<file path="src/sv/tcpq_pkg.sv">
`default_nettype none

package tcpq_pkg;

    // queue geometry
    localparam int DEPTH  = 16;
    localparam int CW     = $clog2(DEPTH + 1);
    localparam int MAXRES = 16;
    localparam int LW     = $clog2(MAXRES + 1);
    localparam int OW     = 5;
    localparam int NW     = (CW > LW) ? ((CW > OW) ? CW : OW) : ((LW > OW) ? LW : OW);

    // field widths
    localparam int TW  = 16;
    localparam int AW  = 7;
    localparam int ACW = 3;
    localparam int SW  = 2;
    localparam int LMW = 5;
    localparam int CIW = 2;
    localparam int CDW = 7;

    // register reset values
    localparam logic [AW-1:0]  SENIOR_RST = AW'(60);
    localparam logic [LMW-1:0] LIMIT_RST  = LMW'(5);

    // action codes
    localparam logic [ACW-1:0] ACT_ENQ     = 3'd0;
    localparam logic [ACW-1:0] ACT_DEQ     = 3'd1;
    localparam logic [ACW-1:0] ACT_SERVE   = 3'd2;
    localparam logic [ACW-1:0] ACT_PROMOTE = 3'd3;
    localparam logic [ACW-1:0] ACT_ALL     = 3'd4;

    // status codes
    localparam logic [SW-1:0] ST_OK       = 2'd0;
    localparam logic [SW-1:0] ST_EMPTY    = 2'd1;
    localparam logic [SW-1:0] ST_FULL     = 2'd2;
    localparam logic [SW-1:0] ST_NOTFOUND = 2'd3;

    // configuration register indexes
    localparam logic [CIW-1:0] CFG_SENIOR = 2'd0;
    localparam logic [CIW-1:0] CFG_LIMIT  = 2'd1;

    // broadcast command to the cell row
    typedef enum logic [2:0] {
        OP_HOLD,
        OP_INS,
        OP_POP,
        OP_MARK_ALL,
        OP_MARK_HEAD,
        OP_START,
        OP_SCAN,
        OP_SWAP
    } t_op;

    typedef struct packed {
        logic          vld;
        logic          prio;
        logic [TW-1:0] tkt;
        logic [AW-1:0] age;
    } t_ent;

    typedef struct packed {
        t_op           op;
        logic          ins_prio;
        t_ent          ent;
        logic [TW-1:0] key;
    } t_ctl;

    // summary of the row seen by the controller
    typedef struct packed {
        t_ent head;
        logic hit;
        logic stop;
        logic tok0;
    } t_row_st;

endpackage

`default_nettype wire

</file>
<file path="src/sv/tcpq_cell.sv">
`default_nettype none

module tcpq_cell (
    input  wire logic            i_clk,
    input  wire logic            i_rst_n,
    input  wire logic            i_first,
    input  wire tcpq_pkg::t_ctl  i_ctl,
    input  wire tcpq_pkg::t_ent  i_left,
    input  wire tcpq_pkg::t_ent  i_right,
    input  wire logic            i_left_shift,
    input  wire logic            i_left_tok,
    input  wire logic            i_right_tok,
    output tcpq_pkg::t_ent       o_ent,
    output logic                 o_shift,
    output logic                 o_tok,
    output logic                 o_hit,
    output logic                 o_tok_empty
);
    import tcpq_pkg::*;

    logic          r_vld, r_prio, r_tok;
    logic [TW-1:0] r_tkt;
    logic [AW-1:0] r_age;
    t_ent          w_ent, n_ent;
    logic          n_tok;

    assign w_ent = '{vld: r_vld, prio: r_prio, tkt: r_tkt, age: r_age};

    // this cell sits at or behind the insert point
    assign o_shift = !(r_vld && (i_ctl.ins_prio ? r_prio : 1'b1));

    // next contents from the broadcast command and the neighbors
    always_comb begin
        n_ent = w_ent;
        n_tok = r_tok;
        unique case (i_ctl.op)
            OP_INS: begin
                if (o_shift) begin
                    n_ent = i_left_shift ? i_left : i_ctl.ent;
                end
            end
            OP_POP:       n_ent = i_right;
            OP_MARK_ALL:  n_ent.prio = 1'b1;
            OP_MARK_HEAD: begin
                if (i_first) begin
                    n_ent.prio = 1'b1;
                end
            end
            OP_START:     n_tok = i_first;
            OP_SCAN:      n_tok = i_left_tok;
            OP_SWAP: begin
                if (r_tok) begin
                    n_ent = i_left;
                end else if (i_right_tok) begin
                    n_ent = i_right;
                end
                n_tok = i_right_tok;
            end
            OP_HOLD: begin
            end
            default: begin
            end
        endcase
    end

    // occupancy, mark and search token
    always_ff @(posedge i_clk) begin
        if (!i_rst_n) begin
            r_vld  <= 1'b0;
            r_prio <= 1'b0;
            r_tok  <= 1'b0;
        end else begin
            r_vld  <= n_ent.vld;
            r_prio <= n_ent.prio;
            r_tok  <= n_tok;
        end
    end

    // entry payload
    always_ff @(posedge i_clk) begin
        r_tkt <= n_ent.tkt;
        r_age <= n_ent.age;
    end

    assign o_ent       = w_ent;
    assign o_tok       = r_tok;
    assign o_hit       = r_tok && r_vld && (r_tkt == i_ctl.key);
    assign o_tok_empty = r_tok && !r_vld;

endmodule

`default_nettype wire

</file>
<file path="src/sv/tcpq_row.sv">
`default_nettype none

module tcpq_row (
    input  wire logic             i_clk,
    input  wire logic             i_rst_n,
    input  wire tcpq_pkg::t_ctl   i_ctl,
    output tcpq_pkg::t_row_st     o_st
);
    import tcpq_pkg::*;

    t_ent [DEPTH-1:0] w_ent;
    logic [DEPTH-1:0] w_shift, w_tok, w_hit, w_tok_empty;

    // row of cells, each wired to both neighbors
    for (genvar g = 0; g < DEPTH; g++) begin : g_cell
        t_ent w_l, w_r;
        logic w_lsh, w_ltok, w_rtok;
        if (g == 0) begin : g_head
            assign w_l    = '0;
            assign w_lsh  = 1'b0;
            assign w_ltok = 1'b0;
        end else begin : g_mid
            assign w_l    = w_ent[g-1];
            assign w_lsh  = w_shift[g-1];
            assign w_ltok = w_tok[g-1];
        end
        if (g == DEPTH - 1) begin : g_tail
            assign w_r    = '0;
            assign w_rtok = 1'b0;
        end else begin : g_body
            assign w_r    = w_ent[g+1];
            assign w_rtok = w_tok[g+1];
        end
        tcpq_cell u_cell (
            .i_clk        (i_clk),
            .i_rst_n      (i_rst_n),
            .i_first      ((g == 0) ? 1'b1 : 1'b0),
            .i_ctl        (i_ctl),
            .i_left       (w_l),
            .i_right      (w_r),
            .i_left_shift (w_lsh),
            .i_left_tok   (w_ltok),
            .i_right_tok  (w_rtok),
            .o_ent        (w_ent[g]),
            .o_shift      (w_shift[g]),
            .o_tok        (w_tok[g]),
            .o_hit        (w_hit[g]),
            .o_tok_empty  (w_tok_empty[g])
        );
    end

    // search outcome: match under the token, or token reached an empty cell or the last cell
    assign o_st.head = w_ent[0];
    assign o_st.hit  = |w_hit;
    assign o_st.stop = (|w_tok_empty) || w_tok[DEPTH-1];
    assign o_st.tok0 = w_tok[0];

endmodule

`default_nettype wire

</file>
<file path="src/sv/two_class_priority_queue.sv">
`default_nettype none

// Two-class queue of tickets held in a row of cells, priority entries first.
// Command channel (i_cmd_valid / o_cmd_ready) takes one action per transfer:
// enqueue, dequeue, serve batch, promote ticket, promote all. Each command
// yields one result on the result channel (o_res_valid / i_res_ready),
// except a serve, which yields one result per popped entry with o_last on
// the final one. Configuration writes use i_cfg_valid / o_cfg_ready, index 0
// senior age, index 1 serve limit, and are taken in every cycle.
// Enqueue, promote all and refused or empty commands give their result in the
// cycle after the transfer. Dequeue and serve first enter the pop state, which
// registers one popped entry per cycle as a result while the receiver takes
// them. Promote ticket walks a token one cell per cycle from the head to the
// match, then swaps the entry one cell per cycle back to the head.
// A new command is taken once the previous one has finished and the result
// register is free. A stalled receiver holds the result and pauses a serve.
// Reset empties the queue and loads senior age 60 and serve limit 5.

module two_class_priority_queue (
    input  wire logic                     i_clk,
    input  wire logic                     i_rst_n,
    input  wire logic                     i_cmd_valid,
    output logic                          o_cmd_ready,
    input  wire logic [tcpq_pkg::ACW-1:0] i_action,
    input  wire logic [tcpq_pkg::TW-1:0]  i_ticket,
    input  wire logic [tcpq_pkg::AW-1:0]  i_age,
    input  wire logic                     i_health_worker,
    output logic                          o_res_valid,
    input  wire logic                     i_res_ready,
    output logic [tcpq_pkg::SW-1:0]       o_status,
    output logic                          o_out_valid,
    output logic [tcpq_pkg::TW-1:0]       o_out_ticket,
    output logic [tcpq_pkg::AW-1:0]       o_out_age,
    output logic                          o_out_priority,
    output logic                          o_last,
    output logic [tcpq_pkg::OW-1:0]       o_occupancy,
    input  wire logic                     i_cfg_valid,
    output logic                          o_cfg_ready,
    input  wire logic [tcpq_pkg::CIW-1:0] i_cfg_index,
    input  wire logic [tcpq_pkg::CDW-1:0] i_cfg_data
);
    import tcpq_pkg::*;

    typedef enum logic [1:0] {S_IDLE, S_POP, S_SCAN, S_BUBBLE} t_state;

    typedef struct packed {
        logic [SW-1:0] status;
        logic          ovld;
        logic [TW-1:0] tkt;
        logic [AW-1:0] age;
        logic          prio;
        logic          last;
        logic [OW-1:0] occ;
    } t_res;

    t_state         r_state, n_state;
    logic [CW-1:0]  r_fill, n_fill;
    logic [LW-1:0]  r_left, n_left;
    logic [TW-1:0]  r_key, n_key;
    logic           r_rvld, n_rvld;
    t_res           r_res, n_res;
    logic [AW-1:0]  r_senior;
    logic [LMW-1:0] r_limit;
    t_ctl           w_ctl;
    t_row_st        w_st;
    logic           w_free, w_fire, w_prio;
    logic [LMW-1:0] w_lim;
    logic [NW-1:0]  w_lim_n, w_fill_n, w_batch;

    function automatic logic [OW-1:0] occ5(input logic [CW-1:0] f);
        logic [NW-1:0] t;
        t = NW'(f);
        return t[OW-1:0];
    endfunction

    function automatic t_res res_none(input logic [SW-1:0] st, input logic [CW-1:0] f);
        t_res r;
        r = '0;
        r.status = st;
        r.last   = 1'b1;
        r.occ    = occ5(f);
        return r;
    endfunction

    tcpq_row u_row (
        .i_clk   (i_clk),
        .i_rst_n (i_rst_n),
        .i_ctl   (w_ctl),
        .o_st    (w_st)
    );

    assign w_free      = !r_rvld || i_res_ready;
    assign o_cmd_ready = (r_state == S_IDLE) && w_free;
    assign w_fire      = i_cmd_valid && o_cmd_ready;
    assign w_prio      = (i_age >= r_senior) || i_health_worker;

    // batch size: limit clamped to 1..MAXRES, then to the fill
    always_comb begin
        priority if (r_limit == '0) begin
            w_lim = LMW'(1);
        end else if (LW'(r_limit) > LW'(MAXRES)) begin
            w_lim = LMW'(MAXRES);
        end else begin
            w_lim = r_limit;
        end
    end
    assign w_lim_n  = NW'(w_lim);
    assign w_fill_n = NW'(r_fill);
    assign w_batch  = (w_lim_n < w_fill_n) ? w_lim_n : w_fill_n;

    // sequencing of the row and the result register
    always_comb begin
        n_state      = r_state;
        n_fill       = r_fill;
        n_left       = r_left;
        n_key        = r_key;
        n_rvld       = r_rvld && !i_res_ready;
        n_res        = r_res;
        w_ctl.op     = OP_HOLD;
        w_ctl.ins_prio = w_prio;
        w_ctl.ent    = '{vld: 1'b1, prio: w_prio, tkt: i_ticket, age: i_age};
        w_ctl.key    = r_key;
        unique case (r_state)
            S_IDLE: begin
                if (w_fire) begin
                    unique case (i_action)
                        ACT_ENQ: begin
                            n_rvld = 1'b1;
                            if (r_fill == CW'(DEPTH)) begin
                                n_res = res_none(ST_FULL, r_fill);
                            end else begin
                                w_ctl.op = OP_INS;
                                n_fill   = r_fill + 1'b1;
                                n_res    = res_none(ST_OK, r_fill + 1'b1);
                            end
                        end
                        ACT_DEQ, ACT_SERVE: begin
                            if (r_fill == '0) begin
                                n_rvld = 1'b1;
                                n_res  = res_none(ST_EMPTY, r_fill);
                            end else begin
                                n_left  = (i_action == ACT_DEQ) ? LW'(1) : w_batch[LW-1:0];
                                n_state = S_POP;
                            end
                        end
                        ACT_PROMOTE: begin
                            if (r_fill == '0) begin
                                n_rvld = 1'b1;
                                n_res  = res_none(ST_EMPTY, r_fill);
                            end else begin
                                w_ctl.op = OP_START;
                                n_key    = i_ticket;
                                n_state  = S_SCAN;
                            end
                        end
                        ACT_ALL: begin
                            n_rvld = 1'b1;
                            if (r_fill == '0) begin
                                n_res = res_none(ST_EMPTY, r_fill);
                            end else begin
                                w_ctl.op = OP_MARK_ALL;
                                n_res    = res_none(ST_OK, r_fill);
                            end
                        end
                        default: begin
                            n_rvld = 1'b1;
                            n_res  = res_none(ST_OK, r_fill);
                        end
                    endcase
                end
            end
            S_POP: begin
                if (w_free) begin
                    w_ctl.op    = OP_POP;
                    n_rvld      = 1'b1;
                    n_res       = res_none(ST_OK, r_fill - 1'b1);
                    n_res.ovld  = 1'b1;
                    n_res.tkt   = w_st.head.tkt;
                    n_res.age   = w_st.head.age;
                    n_res.prio  = w_st.head.prio;
                    n_res.last  = (r_left == LW'(1));
                    n_fill      = r_fill - 1'b1;
                    n_left      = r_left - 1'b1;
                    if (r_left == LW'(1)) begin
                        n_state = S_IDLE;
                    end
                end
            end
            S_SCAN: begin
                priority if (w_st.hit) begin
                    n_state = S_BUBBLE;
                end else if (w_st.stop) begin
                    n_rvld  = 1'b1;
                    n_res   = res_none(ST_NOTFOUND, r_fill);
                    n_state = S_IDLE;
                end else begin
                    w_ctl.op = OP_SCAN;
                end
            end
            S_BUBBLE: begin
                if (w_st.tok0) begin
                    w_ctl.op = OP_MARK_HEAD;
                    n_rvld   = 1'b1;
                    n_res    = res_none(ST_OK, r_fill);
                    n_state  = S_IDLE;
                end else begin
                    w_ctl.op = OP_SWAP;
                end
            end
            default: n_state = S_IDLE;
        endcase
    end

    // state, counters, result register, search key and configuration
    always_ff @(posedge i_clk) begin
        if (!i_rst_n) begin
            r_state  <= S_IDLE;
            r_fill   <= '0;
            r_left   <= '0;
            r_key    <= '0;
            r_rvld   <= 1'b0;
            r_res    <= '0;
            r_senior <= SENIOR_RST;
            r_limit  <= LIMIT_RST;
        end else begin
            r_state <= n_state;
            r_fill  <= n_fill;
            r_left  <= n_left;
            r_key   <= n_key;
            r_rvld  <= n_rvld;
            r_res   <= n_res;
            if (i_cfg_valid) begin
                unique case (i_cfg_index)
                    CFG_SENIOR: r_senior <= i_cfg_data[AW-1:0];
                    CFG_LIMIT:  r_limit  <= i_cfg_data[LMW-1:0];
                    default: begin
                    end
                endcase
            end
        end
    end

    assign o_cfg_ready    = 1'b1;
    assign o_res_valid    = r_rvld;
    assign o_status       = r_res.status;
    assign o_out_valid    = r_res.ovld;
    assign o_out_ticket   = r_res.tkt;
    assign o_out_age      = r_res.age;
    assign o_out_priority = r_res.prio;
    assign o_last         = r_res.last;
    assign o_occupancy    = r_res.occ;

endmodule

`default_nettype wire

</file>
<file path="config.mk">
export PLATFORM = sky130hd
export DESIGN_NAME = two_class_priority_queue
export DESIGN_NICKNAME = d
export VERILOG_FILES = /design/src/sv/tcpq_pkg.sv /design/src/sv/tcpq_cell.sv /design/src/sv/tcpq_row.sv /design/src/sv/two_class_priority_queue.sv
export SDC_FILE = /design/constraint.sdc
export NUM_CORES = 1
export LEC_CHECK = 0
export BUFFER_PORTS_ARGS = -buffer_cell sky130_fd_sc_hd__clkbuf_2
export CAP_MARGIN = 25
export CORE_MARGIN = 2
export CORE_UTILIZATION = 35
export CTS_BUF_LIST = sky130_fd_sc_hd__clkbuf_16
export DETAILED_ROUTE_END_ITERATION = 8
export GPL_TIMING_DRIVEN = 0
export PLACE_DENSITY = 0.61
export SYNTH_ARGS = -nofsm -noshare
export SYNTH_HDL_FRONTEND = slang
export SYNTH_HIERARCHICAL = 1
export SYNTH_SLANG_ARGS = --single-unit
</file>
<file path="constraint.sdc">
create_clock -name i_clk -period 7.6 [get_ports i_clk]
set_input_delay 0.38 -clock i_clk [delete_from_list [all_inputs] [get_ports i_clk]]
set_output_delay 0.38 -clock i_clk [all_outputs]
set_load 0.02 [all_outputs]
</file>
==> results.sh, run 1 <==
export IMPL_clockBufferDepth=3
export IMPL_syn_area_per_cell_um2=9.786
export IMPL_ioPinCount=77
export IMPL_portBuffers=74
export IMPL_r2r_slack_ns=1.33
export IMPL_crit_chain="xnor2_1 > nand4_1 > or4_1 > nor4_1 > nor4_1 > nand4_1 > nor3_1 > o21ai_0 > o221ai_4 > buf_12 > buf_12 > buf_12 > buf_2 > a2111oi_0 > or2_2"
export IMPL_grt_max_degree=53
export IMPL_worstSetupPathType="flip-flop to flip-flop"
export IMPL_antennaDiodeCount=0
export IMPL_max_stage_delay_ns=0.91
export IMPL_hold_slack_ns=0.09665
export IMPL_globalRouteTotalUtil_pct=21.47
export IMPL_vias=27120
export IMPL_powerDensity_nw_per_um2=207.0
export IMPL_end_kind="flip-flop"
export IMPL_relSlewSlack_pct=25.79
export IMPL_firstDrtPassIters=5
export IMPL_setup_viol=0
export IMPL_crit_fanout=24
export IMPL_hp_class="primary input to flip-flop"
export IMPL_drt_initial_drc_count=3013
export IMPL_finClkSkew_ns=0.07447
export IMPL_max_freq_ghz=0.1596
export IMPL_cts_resized=0
export IMPL_status="finished, final reports clean"
export IMPL_hpwlAfterDp_um=75730
export IMPL_initial_utilization_pct=35.27
export IMPL_die_w_um=305.2
export IMPL_fin_nets=3562
export IMPL_crit_family="simple AND/OR/NAND/NOR gates"
export IMPL_insertion_delay_ns=0.65
export IMPL_drc=0
export IMPL_dp_cells=4617
export IMPL_antenna_found_initial=2
export IMPL_final_cells=4730
export IMPL_hold_start="i_cmd_valid"
export IMPL_avgViaCountPerCell=5.734
export IMPL_reg2reg_from="r_key[2]$_SDFFE_PN0P_"
export IMPL_fin_util_pct=40.35
export IMPL_crit_path_frequent_cell="buf_12"
export IMPL_place_gp_congestion=0.9060
export IMPL_clk_pin_slew_ns=0.06
export IMPL_grt_overflow=0
export IMPL_required_ns=7.87
export IMPL_coreArea_um2=90010
export IMPL_hold_viol_final=0
export IMPL_rows=110
export IMPL_cts_buffers_inserted=56
export IMPL_vdd_ir_drop_max_mv=0.2000
export IMPL_wirelength_um=102900
export IMPL_p_leak_nw=12.56
export IMPL_yosys_warnings=6
export IMPL_area_delta_synth_final_pct=14.40
export IMPL_holdPathEnd="o_res_valid$_SDFF_PN0_"
export IMPL_maxCapViolCount=0
export IMPL_r2r_end="u_row/g_cell[14].u_cell/r_tkt[7]$_DFFE_PP_"
export IMPL_period_minus_slack_ns=6.266
export IMPL_slowest_stage="dfxtp_2"
export IMPL_reg2reg_depth=15
export IMPL_final_max_slew_viol_count=0
export IMPL_cts_tree="done"
export IMPL_die_area_um2=93130
export IMPL_final_antenna_net_count=0
export IMPL_min_path_cells=3
export IMPL_cp_arrival_ns=6.54
export IMPL_root_buffer="clkbuf_16"
export IMPL_numClockSinks=490
export IMPL_htree_levels=2
export IMPL_rsz0062_at_grt="false"
export IMPL_chipHeight_um=305.2
export IMPL_crit_path_start_kind="flip-flop"
export IMPL_setup_tns_final_ns=0
export IMPL_syn_inst=3244
export IMPL_syn_cell_area_um2=31750
export IMPL_wl_per_cell_um=21.75
export IMPL_grt_pass1_wl_um=157200
export IMPL_worstMarginPinSlew_ns=1.113
export IMPL_first_global_vias=25820
export IMPL_drive_gt1_share_pct=17.47
export IMPL_fin_crit_sh_pct=82.45
export IMPL_crit_buf_inv=4
through the flow:
stage	area [um^2]	power (W)	setup slack, ns
3_5_place_dp	34450	0.004842	1.547
5_1_grt	36320	0.007824	1.165
4_1_cts	36320	0.007526	1.533
6_report	36320	0.007516	1.334
2_1_floorplan	32140	0.004373	0.8284
3_3_place_gp	33980	0.004812	-2.661
area by class of cell:
type | instances | area [um^2]
sequential | 490 | 13500
buffer | 237 | 1501
clock inverter | 47 | 321.6
fill | 8940 | 53690
tap | 1176 | 1471
clock buffer | 59 | 1476
multi-input combinational | 2554 | 16930
inverter | 67 | 251.5
timing repair buffer | 100 | 868.3
tightest hold or removal path, stage by stage:
cell and delay [ns]:
clkbuf_2 0.14, a221oi_1 0.10, nor2_1 0.09
sequential cells by signal, indices dropped and copies added, names as in the netlist:
| name | count |
|---|---|
| o_out_valid | 1 |
| r_senior | 7 |
| u_row/g_cell.u_cell/r_vld | 16 |
| o_out_ticket | 16 |
| r_state | 2 |
| u_row/g_cell.u_cell/r_tkt | 256 |
| o_out_priority | 1 |
| o_res_valid | 1 |
| r_left | 5 |
| u_row/g_cell.u_cell/r_prio | 16 |
| u_row/g_cell.u_cell/r_age | 112 |
| o_out_age | 7 |
| r_fill | 5 |
| o_status | 2 |
| u_row/g_cell.u_cell/o_tok | 16 |
| o_last | 1 |
| o_occupancy | 5 |
| r_key | 16 |
| r_limit | 5 |
repair_timing:
action / in CTS / in global routing
setup buffers: 0 / 0
setup endpoints to repair: 0 / 0
hold buffers: 7 / 0
hold endpoints to repair: 11 / 0
report_power, final:
group	leakage [nW]	internal, W	switching (W)
clock	0.959	0.00150	0.00119
combinational	7.24	0.000497	0.000914
sequential	4.37	0.00320	0.000209
layer usage:
| metal | vias up | routed length [um] | share of wire (%) | global-route usage, % |
|---|---|---|---|---|
| li1 | 12640 | - | - | - |
| met1 | 13240 | 46220 | 45 | 30.72 |
| met2 | 1079 | 46250 | 45 | 33.87 |
| met3 | 164 | 7595 | 7.4 | 2.718 |
| met4 | 2 | 2793 | 2.7 | 6.335 |
| met5 | - | 13 | 0.013 | 0 |
worst max-delay path by stage:
| stage | slack [ns] | cells after the start | start | to |
|---|---|---|---|---|
| 3_5_place_dp | 1.55 | 15 | r_key[2]$_SDFFE_PN0P_ | u_row/g_cell[14].u_cell/r_age[2]$_DFFE_PP_ |
| 4_1_cts | 1.53 | 15 | r_key[2]$_SDFFE_PN0P_ | u_row/g_cell[10].u_cell/r_tkt[15]$_DFFE_PP_ |
| 3_3_place_gp | -2.66 | 12 | r_key[2]$_SDFFE_PN0P_ | u_row/g_cell[14].u_cell/r_age[3]$_DFFE_PP_ |
| 5_1_grt | 1.17 | 15 | r_key[2]$_SDFFE_PN0P_ | u_row/g_cell[14].u_cell/r_tkt[7]$_DFFE_PP_ |
| 6_report | 1.33 | 15 | r_key[2]$_SDFFE_PN0P_ | u_row/g_cell[14].u_cell/r_tkt[7]$_DFFE_PP_ |
| 2_1_floorplan | 0.83 | 8 | r_fill[0]$_SDFFE_PN0P_ | u_row/g_cell[0].u_cell/r_age[0]$_DFFE_PP_ |
cell usage in the layout (no fill, tap or decap), types with 17 or more instances in the layout:
cell type  count
nor2b_1       37
nor2_1       113
nor3b_1       18
nor4_1        24
o41ai_1       17
nand2b_1      72
a21oi_1      120
a31oi_1       34
clkbuf_1      65
o2111ai_1     17
conb_1       107
edfxtp_1     368
o21ai_1       64
buf_6         35
o31ai_1       35
inv_1         84
or3_1         17
xor2_1        48
clkbuf_16     59
dfxtp_1      117
xnor2_1      216
nand2_1      422
nand3_1       38
o21ai_0      398
a22oi_1      248
clkbuf_2      89
buf_2         55
a22oi_2      160
or4_1         18
buf_4         66
a311oi_1      18
nand4_1       66
mux2i_1       46
No activity file was read; power rests on OpenSTA's default activity.
==> run 2, diff against run 1 <==
--- a/config.mk
+++ b/config.mk
@@ -5,6 +5,7 @@
 export SDC_FILE = /design/constraint.sdc
 export NUM_CORES = 1
 export LEC_CHECK = 0
+export ABC_AREA = 1
 export BUFFER_PORTS_ARGS = -buffer_cell sky130_fd_sc_hd__clkbuf_2
 export CAP_MARGIN = 25
 export CORE_MARGIN = 2
@@ -12,7 +13,7 @@
 export CTS_BUF_LIST = sky130_fd_sc_hd__clkbuf_16
 export DETAILED_ROUTE_END_ITERATION = 8
 export GPL_TIMING_DRIVEN = 0
-export PLACE_DENSITY = 0.61
+export PLACE_DENSITY = 0.62
 export SYNTH_ARGS = -nofsm -noshare
 export SYNTH_HDL_FRONTEND = slang
 export SYNTH_HIERARCHICAL = 1
==> constraint.sdc (replaced) <==
create_clock -name i_clk -period 5.1 [get_ports i_clk]
set_input_delay 0.255 -clock i_clk [delete_from_list [all_inputs] [get_ports i_clk]]
set_output_delay 0.255 -clock i_clk [all_outputs]
set_load 0.02 [all_outputs]
==> run 2 against run 1 <==
Sequential cell count unchanged. Largest power group is now combinational logic. First-iteration DRC count rose by 44%. Sequential share of layout area fell by 6.6 points. Clock skew fell by 0.042 ns. Setup slack worse by 1.1 ns.
==> results.sh, run 2 <==
export IMPL_htree_levels=2
export IMPL_largestRegisters="u_row/g_cell.u_cell/r_tkt: 256 flops, u_row/g_cell.u_cell/r_age: 112 flops"
export IMPL_multi_input_area_um2=22650
export IMPL_drt_initial_drc_count=4324
export IMPL_area_delta_synth_final_pct=14.24
export IMPL_hpwlAfterDp_um=104500
export IMPL_crit_start="u_row/g_cell[9].u_cell/o_tok$_SDFFE_PN0P_"
export IMPL_final_antenna_net_count=0
export IMPL_final_area_um2=44320
export IMPL_fin_crit_sh_pct=94.71
export IMPL_fin_nets=6002
export IMPL_hold_viol_final=0
export IMPL_hp_class="primary input to flip-flop"
export IMPL_globalRouteTotalUtil_pct=24.69
export IMPL_vias=39460
export IMPL_cp_arrival_ns=5.04
export IMPL_finClkSkew_ns=0.03273
export IMPL_avgViaCountPerCell=5.271
export IMPL_final_max_slew_viol_count=0
export IMPL_portBuffers=75
export IMPL_wirelength_um=145100
export IMPL_ioPinCount=77
export IMPL_dp_cells=7357
export IMPL_relSlewSlack_pct=32.93
export IMPL_period_minus_slack_ns=4.830
export IMPL_hold_slack_ns=0.07757
export IMPL_p_total_w=0.03162
export IMPL_reg2reg_from="u_row/g_cell[9].u_cell/o_tok$_SDFFE_PN0P_"
export IMPL_register_area_um2=13530
export IMPL_p_leak_nw=19.66
export IMPL_drc=0
export IMPL_rsz0062_at_grt="false"
export IMPL_syn_cell_area_um2=38800
export IMPL_firstDrtPassIters=8
export IMPL_maxCapViolCount=0
export IMPL_grt_pass1_wl_um=216400
export IMPL_required_ns=5.31
export IMPL_wl_per_cell_um=19.38
export IMPL_crit_path_start_kind="flip-flop"
export IMPL_chipHeight_um=336.9
export IMPL_largest_reg_flops=256
export IMPL_syn_area_per_cell_um2=6.880
export IMPL_place_gp_congestion=0.9156
export IMPL_final_common_cell="nand2_1"
export IMPL_grt_overflow=0
export IMPL_coreArea_um2=110400
export IMPL_powerDensity_nw_per_um2=713.4
export IMPL_syn_inst=5639
export IMPL_grt_max_degree=69
export IMPL_root_buffer="clkbuf_16"
export IMPL_initial_utilization_pct=35.16
export IMPL_antenna_found_initial=5
export IMPL_crit_fanout=23
export IMPL_die_w_um=336.9
export IMPL_cts_buffers_inserted=59
export IMPL_insertion_delay_ns=0.65
export IMPL_fillers=11380
export IMPL_worstMarginPinSlew_ns=1.006
export IMPL_die_area_um2=113500
export IMPL_hold_start="i_cfg_valid"
export IMPL_status="finished, final reports clean"
export IMPL_final_cells=7487
export IMPL_yosys_warnings=6
export IMPL_vdd_ir_drop_max_mv=0.3371
export IMPL_drive_gt1_share_pct=16.46
export IMPL_clk_pin_slew_ns=0.06
export IMPL_max_freq_ghz=0.2070
export IMPL_cts_tree="done"
export IMPL_regMostFlops="u_row/g_cell.u_cell/r_tkt"
export IMPL_setup_viol=0
export IMPL_end_kind="flip-flop"
export IMPL_rows=122
export IMPL_first_global_vias=35630
export IMPL_numClockSinks=490
export IMPL_mostFrequentLayoutCells="nand2_1 (2241), nand3_1 (772), inv_1 (448)"
export IMPL_place_area_um2=42150
export IMPL_worstSetupPathType="flip-flop to flip-flop"
export IMPL_clockBufferDepth=3
run 2: cell count changes in the layout (fill, tap and decap cells not counted), moves of 72 or more:
| cell | delta |
|---|---|
| a22oi_1 | -247 |
| a22oi_2 | -160 |
| buf_2 | +94 |
| inv_1 | +364 |
| mux2_2 | +367 |
| nand2_1 | +1819 |
| nand2b_1 | -72 |
| nand3_1 | +734 |
| nor2_1 | +271 |
| o21ai_0 | -264 |
| xnor2_1 | -166 |
run 2: stage by stage:
stage / setup slack (ns) / util (%) / TNS (ns)
after floorplan: 0.01624 / - / 0
after global placement: -2.269 / 37.80 / -1558.46
after detailed placement: -0.2187 / 38.19 / -15.59
after CTS: 0.07037 / 40.07 / 0
after global routing: 0.02060 / 40.15 / 0
final: 0.2700 / 40.16 / 0
run 2: where the power goes:
part,total (W),internal [W],switching (W)
registers,0.0110,0.00797,0.00300
clock network,0.00428,0.00241,0.00187
logic,0.0164,0.00585,0.0105
total,0.0316,0.0162,0.0154
run 2: worst paths after layout:
kind	endpoint	slack, ns	cells after the start
setup / recovery	u_row/g_cell[5].u_cell/r_tkt[6]$_DFFE_PP_	0.27	23
hold / removal	r_senior[1]$_SDFFE_PN0P_	0.08	5
setup reg to reg	u_row/g_cell[5].u_cell/r_tkt[6]$_DFFE_PP_	0.27	23
hold reg to reg	o_out_ticket[12]$_SDFFE_PN0P_	0.46	2
run 2: what timing repair did:
| action | 4_1_cts | 5_1_grt |
|---|---|---|
| hold buffers | 14 | 0 |
| endpoints found under the setup margin | 115 | 161 |
| pin swaps | 0 | 0 |
| setup buffers | 0 | 4 |
| gates cloned | 3 | 1 |
| endpoints found under the hold margin | 13 | 0 |
| resized for setup | 4 | 15 |
run 2: layout make-up:
| type | instances | area share (%) |
|---|---|---|
| antenna | 3 | 0.01694 |
| buffer | 254 | 3.071 |
| clock buffer | 66 | 3.726 |
| clock inverter | 45 | 0.5900 |
| inverter | 510 | 4.469 |
| multi-input combinational | 4517 | 51.11 |
| sequential | 490 | 30.52 |
| tap | 1488 | 4.200 |
| timing repair buffer | 110 | 2.230 |
| timing repair inverter | 4 | 0.06775 |
run 2: per-layer routing:
metal,vias to the layer above,global-route usage (%),share of wire [%]
met3,366,3.629,8.6
met1,18370,32.24,41
met2,1861,40.91,46
met4,4,9.859,4.3
li1,18860,-,-
met5,-,0,0.016
run 2: critical path: stages (launching register included):
cell and delay, ns:
dfxtp_1 0.54, buf_2 0.30, nand2_1 0.15, a21oi_1 0.14, nand3_1 0.08, nor2_1 0.11, nand3_1 0.08, nor2_1 0.15
nor2_1 0.09, nand2_1 0.16, nor2_1 0.07, nand2_1 0.15, inv_1 0.10, a21oi_1 0.34, o311ai_4 0.32, buf_16 0.25
buf_8 0.17, buf_8 0.17, inv_1 0.09, nand2_1 0.05, nor2_1 0.10, nand2_1 0.09, nand3_2 0.15, clkinvlp_4 0.51
